File: config.mk
export PLATFORM = sky130hd
export DESIGN_NAME = http_chunked_body_decoder
export DESIGN_NICKNAME = d
export VERILOG_FILES = /design/src/rtl/hcbd_pkg.sv /design/src/rtl/hcbd_size_line.sv /design/src/rtl/http_chunked_body_decoder.sv
export SDC_FILE = /design/constraint.sdc
export NUM_CORES = 1
export LEC_CHECK = 0
export BUFFER_PORTS_ARGS = -buffer_cell sky130_fd_sc_hd__buf_4
export CORE_MARGIN = 10
export CORE_UTILIZATION = 40
export DETAILED_ROUTE_END_ITERATION = 10
export HOLD_SLACK_MARGIN = 0.12
export PLACE_DENSITY_LB_ADDON = 0.05
export SYNTH_ARGS = -nofsm -noshare
export SYNTH_HDL_FRONTEND = slang
export SYNTH_SLANG_ARGS = --single-unit
File: constraint.sdc
create_clock -name i_clk -period 2.7 [get_ports i_clk]
set_input_delay 0.405 -clock i_clk [delete_from_list [all_inputs] [get_ports i_clk]]
set_output_delay 0.405 -clock i_clk [all_outputs]
set_load 0.02 [all_outputs]
File: src/rtl/hcbd_pkg.sv
// hcbd_pkg: shared types and codes of the chunked body decoder
// used by hcbd_size_line and http_chunked_body_decoder; no dependencies
package hcbd_pkg;

    // default width of the chunk length
    localparam int LEN_BITS_DEF = 32;

    // decoder phase codes
    localparam logic [1:0] PH_SIZE  = 2'd0;
    localparam logic [1:0] PH_DATA  = 2'd1;
    localparam logic [1:0] PH_TRAIL = 2'd2;

    // number parser stage codes
    localparam logic [2:0] ST_BLANK  = 3'd0;
    localparam logic [2:0] ST_SIGN   = 3'd1;
    localparam logic [2:0] ST_ZERO   = 3'd2;
    localparam logic [2:0] ST_PREFIX = 3'd3;
    localparam logic [2:0] ST_DIGITS = 3'd4;
    localparam logic [2:0] ST_REST   = 3'd5;
    localparam logic [2:0] ST_OVER   = 3'd6;

    // result kinds
    localparam logic [1:0] KIND_DATA  = 2'd0;
    localparam logic [1:0] KIND_DONE  = 2'd1;
    localparam logic [1:0] KIND_ERROR = 2'd2;

    // characters
    localparam logic [7:0] CH_LF = 8'h0A;
    localparam logic [7:0] CH_CR = 8'h0D;

    // per-line parser flags
    typedef struct packed {
        logic [2:0] stage;
        logic       nonempty;
        logic       negative;
        logic       seen_digit;
    } t_line_flags;

endpackage

File: src/rtl/hcbd_size_line.sv
// hcbd_size_line: next state of the chunk-size parser for one character
// that is neither CR nor LF; depends on hcbd_pkg
module hcbd_size_line import hcbd_pkg::*; #(
    parameter int LEN_BITS = LEN_BITS_DEF
) (
    input  logic [7:0]          i_char,
    input  t_line_flags         i_flags,
    input  logic [LEN_BITS-1:0] i_acc,
    output t_line_flags         o_flags,
    output logic [LEN_BITS-1:0] o_acc
);

    logic       is_hex;
    logic [3:0] hex_val;
    logic       is_blank;
    logic       do_first;
    logic       do_add;

    // hex digit decode
    always_comb begin
        is_hex  = 1'b1;
        hex_val = 4'd0;
        if (i_char >= 8'h30 && i_char <= 8'h39) begin
            hex_val = 4'(i_char - 8'h30);
        end else if (i_char >= 8'h61 && i_char <= 8'h66) begin
            hex_val = 4'(i_char - 8'h57);
        end else if (i_char >= 8'h41 && i_char <= 8'h46) begin
            hex_val = 4'(i_char - 8'h37);
        end else begin
            is_hex = 1'b0;
        end
    end

    // space, tab, vertical tab, form feed
    assign is_blank = (i_char == 8'h20) || (i_char == 8'h09) ||
                      (i_char == 8'h0B) || (i_char == 8'h0C);

    // stage transitions
    always_comb begin
        o_flags          = i_flags;
        o_flags.nonempty = 1'b1;
        o_acc            = i_acc;
        do_first         = 1'b0;
        do_add           = 1'b0;
        case (i_flags.stage)
            ST_BLANK: begin
                if (is_blank) begin
                    o_flags.stage = ST_BLANK;
                end else if (i_char == 8'h2B || i_char == 8'h2D) begin
                    o_flags.negative = (i_char == 8'h2D);
                    o_flags.stage    = ST_SIGN;
                end else begin
                    do_first = 1'b1;
                end
            end
            ST_SIGN: begin
                do_first = 1'b1;
            end
            ST_ZERO: begin
                if (i_char == 8'h78 || i_char == 8'h58) begin
                    o_flags.stage = ST_PREFIX;
                end else if (is_hex) begin
                    do_add = 1'b1;
                end else begin
                    o_flags.stage = ST_REST;
                end
            end
            ST_PREFIX, ST_DIGITS: begin
                if (is_hex) begin
                    do_add = 1'b1;
                end else begin
                    o_flags.stage = ST_REST;
                end
            end
            default: begin
                o_flags.stage = i_flags.stage;
            end
        endcase

        // first character of the number proper
        if (do_first) begin
            if (i_char == 8'h30) begin
                o_flags.seen_digit = 1'b1;
                o_flags.stage      = ST_ZERO;
            end else if (is_hex) begin
                do_add = 1'b1;
            end else begin
                o_flags.stage = ST_REST;
            end
        end

        // shift in one digit unless the top nibble is occupied
        if (do_add) begin
            o_flags.seen_digit = 1'b1;
            if (i_acc[LEN_BITS-1 -: 4] != 4'd0) begin
                o_flags.stage = ST_OVER;
            end else begin
                o_acc         = {i_acc[LEN_BITS-5:0], hex_val};
                o_flags.stage = ST_DIGITS;
            end
        end
    end

endmodule

File: src/rtl/http_chunked_body_decoder.sv
// http_chunked_body_decoder: top level, strips chunked transfer framing
// depends on hcbd_pkg and hcbd_size_line
//
// Takes one byte of a chunked body per request on the slave side and gives
// at most one result per byte on the master side. Each chunk-size line is
// parsed like a base-16 strtol (leading blanks, optional sign, optional 0x,
// hex digits, rest ignored; CR dropped, empty lines skipped); the following
// N bytes pass out as payload with tuser 0, then the line after them is
// discarded. A zero length gives one result with tuser 1 (done); a line
// without digits, a nonzero negative value or a length that does not fit in
// LEN_BITS gives tuser 2 (error). After done or error a new body begins.
// Every byte is handled in the cycle it is accepted and the result lands in
// a one-entry output register, so one byte per clock is sustained while
// i_m_tready is high; a byte is taken whenever that register is empty or
// is being drained in the same cycle; its result is valid the cycle after.
module http_chunked_body_decoder import hcbd_pkg::*; #(
    parameter int LEN_BITS = LEN_BITS_DEF
) (
    input  logic       i_clk,
    input  logic       i_rst_n,
    // input stream
    input  logic       i_s_tvalid,
    output logic       o_s_tready,
    input  logic [7:0] i_s_tdata,   // [7:0] byte_in
    // result stream
    output logic       o_m_tvalid,
    input  logic       i_m_tready,
    output logic [7:0] o_m_tdata,   // [7:0] data_byte
    output logic [1:0] o_m_tuser    // [1:0] kind
);

    logic [1:0]          r_phase,  n_phase;
    t_line_flags         r_flags,  n_flags;
    logic [LEN_BITS-1:0] r_acc,    n_acc;
    logic [LEN_BITS-1:0] r_left,   n_left;
    logic                r_out_valid;
    logic [1:0]          r_kind;
    logic [7:0]          r_data;

    t_line_flags         char_flags;
    logic [LEN_BITS-1:0] char_acc;
    logic [LEN_BITS-1:0] left_dec;
    logic                accept;
    logic                emit;
    logic [1:0]          emit_kind;
    logic [7:0]          emit_data;

    localparam t_line_flags FLAGS_CLEAR = '{stage: ST_BLANK, nonempty: 1'b0,
                                            negative: 1'b0, seen_digit: 1'b0};

    assign o_s_tready = !r_out_valid || i_m_tready;
    assign accept     = i_s_tvalid && o_s_tready;
    assign left_dec   = r_left - LEN_BITS'(1);

    // size-line character parser
    hcbd_size_line #(
        .LEN_BITS (LEN_BITS)
    ) u_size_line (
        .i_char  (i_s_tdata),
        .i_flags (r_flags),
        .i_acc   (r_acc),
        .o_flags (char_flags),
        .o_acc   (char_acc)
    );

    // per-byte decode
    always_comb begin
        n_phase   = r_phase;
        n_flags   = r_flags;
        n_acc     = r_acc;
        n_left    = r_left;
        emit      = 1'b0;
        emit_kind = KIND_DATA;
        emit_data = 8'd0;
        case (r_phase)
            PH_DATA: begin
                n_left    = left_dec;
                if (left_dec == '0) begin
                    n_phase = PH_TRAIL;
                end
                emit      = 1'b1;
                emit_data = i_s_tdata;
            end
            PH_SIZE: begin
                if (i_s_tdata == CH_CR) begin
                    n_phase = PH_SIZE;
                end else if (i_s_tdata != CH_LF) begin
                    n_flags = char_flags;
                    n_acc   = char_acc;
                end else if (r_flags.nonempty) begin
                    n_flags = FLAGS_CLEAR;
                    n_acc   = '0;
                    if (!r_flags.seen_digit || r_flags.stage == ST_OVER ||
                        (r_flags.negative && r_acc != '0)) begin
                        n_left    = '0;
                        emit      = 1'b1;
                        emit_kind = KIND_ERROR;
                    end else if (r_acc == '0) begin
                        n_left    = '0;
                        emit      = 1'b1;
                        emit_kind = KIND_DONE;
                    end else begin
                        n_left  = r_acc;
                        n_phase = PH_DATA;
                    end
                end
            end
            default: begin
                // trailer line after the payload
                if (i_s_tdata == CH_LF) begin
                    n_phase = PH_SIZE;
                    n_flags = FLAGS_CLEAR;
                    n_acc   = '0;
                end
            end
        endcase
    end

    // decoder state
    always_ff @(posedge i_clk) begin
        if (!i_rst_n) begin
            r_phase <= PH_SIZE;
            r_flags <= FLAGS_CLEAR;
            r_acc   <= '0;
            r_left  <= '0;
        end else if (accept) begin
            r_phase <= n_phase;
            r_flags <= n_flags;
            r_acc   <= n_acc;
            r_left  <= n_left;
        end
    end

    // result register
    always_ff @(posedge i_clk) begin
        if (!i_rst_n) begin
            r_out_valid <= 1'b0;
        end else if (accept && emit) begin
            r_out_valid <= 1'b1;
        end else if (i_m_tready) begin
            r_out_valid <= 1'b0;
        end
    end

    always_ff @(posedge i_clk) begin
        if (accept && emit) begin
            r_kind <= emit_kind;
            r_data <= emit_data;
        end
    end

    assign o_m_tvalid = r_out_valid;
    assign o_m_tdata  = r_data;
    assign o_m_tuser  = r_kind;

endmodule

* Word-level counts from Yosys, hierarchy flattened
Index checks and enable logic that the tools add are counted.
** Word-level totals
- Register bits after elaboration :: 83
- Input bits :: 12
** Cells by class
- Muxes and demuxes :: 67
- Reduce and logical (&&, ||, !) cells :: 36
- $add $sub $neg :: 4
- Bitwise operators :: 3
- Equality and inequality tests :: 34
- Order comparisons :: 6
** Operator list (number)
- 2-to-1 mux 32 bit :: 11
- one-hot mux 32 bit (2 select lines) :: 2
- logical NOT 32 bit :: 2
- equality test 8 x 4 -> 1 bit, second input constant :: 5
- equality test 8 x 6 -> 1 bit, second input constant :: 4
- nonzero test 32 bit :: 1
- subtractor 32 x 1 -> 32 bit, second input constant :: 1
- 2-to-1 mux 1 bit :: 24
- 2-to-1 mux 3 bit :: 8
- 2-to-1 mux 6 bit :: 4
- inequality test 3 bit, second input constant :: 7
- AND reduction 7 bit :: 3
- 2-to-1 mux 2 bit :: 9
- equality test 8 x 7 -> 1 bit, second input constant :: 2
- >= comparator 8 x 7 -> 1 bit, second input constant :: 2
- <= comparator 8 x 7 -> 1 bit, second input constant :: 2
- 2-to-1 mux 4 bit :: 3
- one-hot mux 6 bit (2 select lines) :: 1
- AND reduction 5 bit :: 2
- inequality test 3 x 2 -> 1 bit, second input constant :: 3
- one-hot mux 3 bit (3 select lines) :: 1
- >= comparator 8 x 6 -> 1 bit, second input constant :: 1
- <= comparator 8 x 6 -> 1 bit, second input constant :: 1
- logical OR 1 bit :: 8
- other kinds (24) :: 43

* Longest topological paths before layout
- Depth after elaboration :: 15
- Gate-level depth with buffers :: 12
- Depth with buffers taken out :: 9

* Hierarchy
From an unflattened synthesis, not the netlist that was laid out.
** Unflattened totals
- Cells, all modules :: 659
- Area total of the unflattened synthesis :: 5496.5 um^2
** By module, submodules not included
- http_chunked_body_decoder :: times used 1, area each 4600.7 um^2, cells each 561, sequential area each 1761.7 um^2
- hcbd_size_line :: times used 1, area each 895.9 um^2, cells each 98, sequential area each 0.0 um^2

* Least setup slack after synthesis
No wires, ideal clock.
- Path type :: reg-to-reg
- Start :: reg r_left[0]
- End :: reg r_phase[1]
- Arrival time :: 2.847 ns
- Setup time :: 0.070 ns
- Slack :: -0.218 ns
- Cell stages (with the launch flop) :: 12
- Clock period less this slack :: 2.918 ns
- Path through :: dfxtp_1 -> inv_1 -> ha_1 -> buf_2 -> or4b_1 -> buf_2 -> or3_4 -> o31ai_4 -> nand2_1 -> or3_1 -> or4_1 -> a21oi_1
** On the way
- Cells in the longest elaborated chain, start to end :: 4
** Ends and longest elaborated chain
- start: declaration :: RTL line http_chunked_body_decoder.sv:35 : logic [LEN_BITS-1:0] r_left, n_left;
- start signal: assignment :: RTL line http_chunked_body_decoder.sv:130 : r_left <= n_left;
- subtractor 32 x 1 -> 32 bit :: RTL line http_chunked_body_decoder.sv:53 : assign left_dec = r_left - LEN_BITS'(1);
- logical NOT 32 bit :: RTL line http_chunked_body_decoder.sv:78 : if (left_dec == '0) begin
- inequality test 2 bit (no source line)
- AND reduction 7 bit (no source line)
- end signal: assignment :: RTL line http_chunked_body_decoder.sv:127 : r_phase <= n_phase;
- end: declaration :: RTL line http_chunked_body_decoder.sv:32 : logic [1:0] r_phase, n_phase;
Every way passes these cells.
A chain may end at the register's enable or synchronous reset.

* Final worst setup path
Ends and elaborated chain as after synthesis.

==> flow_summary.ini <==
[status]
outcome = complete, but fails checks
violations = setup timing

[floorplan]
die_h_um = 133
io_pins = 24
start_util_pct = 40.6
die_w_um = 133
dieArea_um2 = 17700
core-area_um2 = 12600
rows = 41

[synthesis]
synthTopCellsByCount = 75 x nand2_1, 73 x dfxtp_1, 51 x nor2_1, 48 x nand3_1, 43 x clkbuf_1
async_reset_ff_share_pct = 0
synth.area.top_cells = dfxtp_1 29%, mux2i_1 6.3%, edfxtp_1 5.9%, nand2_1 5.5%, nand3_1 4.7%
synth_top_area_share_pct = 28.6
yosys_warnings = 0
yosys.area.top_type = dfxtp_1
synth_edf_count = 10
avgSynthCellArea_um2 = 7.84
yosysUniqueCellTypes = 69
yosys.cell_count.top_type = nand2_1
synth.yosys.seq_area_share_pct = 34.5
synthesis.nets = 670
synth_ff_type = dfxtp_1
ys_ff_latch = 83
synthesis.area_um2 = 5100
syn_inst = 651

[detailed_routing]
vias = 5214
totalWireLength_um = 16400
routed_via_density = 5.98
dr.pass1.iters = 5
drt_iter0_drc = 509
drtAntennaViolNets = 0
drc = 0
wl_per_cell_um = 18.8

[placed_design]
dpl.hpwl_um = 12000
place.gp.congestion = 0.980
port_buffers = 23
dp_slack_ns = -0.0359

[critical_path]
crit_type = reg -> reg
endpoint = r_phase[1]
timing.rr.end = r_phase[1]
cp_max_fo = 4
r2r_slack_ns = -0.03
setup.worst_path.start = r_left[0]
cp.required_ns = 2.98
crit_path_end_kind = flop
r2r_cells = 9
r2r_start = r_left[0]
worstPathArrival_ns = 3.02
cp-start-kind = flop

[power_and_ir_drop]
power_mw = 5.98
leakage_nw = 2.49
vdd_drop_max_mv = 0.371
power_density_nw_per_um2 = 971

[clock_tree]
cts.sinks = 83
clkTransAtPathRegs_ns = 0.06
cts_hold_buf = 0
clock_path_buffers = 2
cts_tree = yes
cts_root_buf = clkbuf_16
htree_num_levels = 3
cts_buffers = 9
clk_latency_ns = 0.35

[run]
max_cap_violations = 0

[cells_and_area]
fill_cells = 1255
finalNetCount = 714
syn2layout_area_growth_pct = 20.7
multi_input_area_um2 = 3150
seq_area_um2 = 1770
drive_gt1_share_pct = 17.1
diodes = 0

[sta]
fmax_mhz = 366
post-route-period-util_pct = 101
min_period_ns = 2.73
rsz0062_at_grt = true
slew_viol_final = 0
worst_slack_ns = -0.0347
setup_viol = 1
fin_skew_ns = 0.00737
worst_pin_slew_ns = 0.552
slew_headroom_pct = 62.9
hold_viol_final = 0

[global_routing]
grt_start_max_net_pins = 55
grt_util_all_layers_pct = 18.5
antenna_found_initial = 1
grt_pass1_vias = 4891
overflow = 0
grt_pass1_wl_um = 27100

[worst_hold_path]
worstHoldStart = i_s_tdata[0]
worst_hold_path_type = in -> reg
-- state kept, by name (all words and copies together), names as in the netlist --
name	cells
o_m_tdata	8
o_m_tuser	2
o_m_tvalid	1
r_acc	32
r_flags	6
r_left	32
r_phase	2
-- power by group --
group          leakage [nW]  internal (mW)  switching, mW  total (mW)
clock                 0.161          0.825          0.535        1.36
sequential            0.687           1.39          0.142        1.53
combinational          1.64           1.26           1.83        3.08
-- worst max-delay path: stages, from the launching register on --
cell and delay (ns):
dfxtp_4 0.35, inv_4 0.06, ha_4 0.12, or4b_4 0.50
nor4_4 0.36, nand4_1 0.21, xnor2_1 0.17, or3_1 0.36
or4_1 0.41, a21oi_1 0.13
-- routing by layer --
layer  track usage [%]  part of all wire, %  routed length [um]
met5                 0                    0                   0
met4              4.52                  1.1                 188
met3              4.05                  5.7                 935
met2              26.9                   43                7120
met1              26.9                   50                8140
-- how the worst min path moves through the flow --
stage | to | slack, ns | cells past startpoint
floorplan | r_flags[0] | 0.44 | 2
global placement | r_acc[31] | 0.48 | 2
detailed placement | r_flags[0] | 0.49 | 2
CTS | o_m_tdata[0] | 0.38 | 2
global route | o_m_tdata[1] | 0.40 | 2
finish | o_m_tdata[0] | 0.39 | 2
-- final cells by class --
class                      count  share of cell area [%]
timing repair buffer          81                    10.7
tap                          172                    3.50
multi-input combinational    510                    51.2
inverter                      10                   0.691
clock buffer                  10                    3.78
clock inverter                 6                    1.42
sequential                    83                    28.7
-- cells in the final DEF, fill, tap and decap left out, types with 3 or more instances in the layout --
cell type / n
a211oi_1: 12
o31ai_1: 3
o21a_1: 5
nand3_1: 48
nor2b_1: 10
a21oi_1: 38
a32o_1: 3
edfxtp_1: 10
or3_1: 12
o22ai_1: 4
buf_4: 77
o21ai_1: 4
buf_12: 4
or2_2: 4
xor2_1: 7
a31oi_1: 8
inv_1: 7
and2_1: 11
nor2_1: 50
nand4_1: 12
nand2_1: 75
a21o_1: 5
or4_1: 5
a221oi_1: 16
clkbuf_16: 9
nand2b_1: 3
ha_1: 6
o21ai_0: 30
dfxtp_1: 71
nor3_1: 34
mux2i_1: 32
nor4_1: 17
xnor2_1: 7
-- cells by family after synthesis --
kind of cell	Yosys count	synth area share, %
buf+inv	58	4.76
simple gates	302	29.9
fa+ha+maj	7	1.72
flops	83	34.5
mux	33	6.50
xor+xnor	14	2.40
compound gates	154	20.2
-- per-stage QoR --
step / instances / utilization [%] / instance area, um^2 / hold slack (ns) / setup TNS [ns]
2_1_floorplan: 651 / - / 5150 / 0.442 / -0.0668
3_3_place_gp: 853 / 46.1 / 5800 / 0.477 / -0.0160
3_5_place_dp: 853 / 46.1 / 5800 / 0.486 / -0.380
4_1_cts: 869 / 48.7 / 6120 / 0.382 / -0.00492
5_1_grt: 872 / 49.0 / 6160 / 0.402 / -0.264
6_report: 872 / 49.0 / 6160 / 0.391 / -0.0347
-- what timing repair did --
| item | 4_1_cts | 5_1_grt |
|---|---|---|
| setup buffers | 0 | 3 |
| setup endpoints to repair | 1 | 3 |
| pin swaps | 0 | 4 |
| resized for setup | 0 | 3 |
Note: power is estimated with default switching activity, not from simulation.
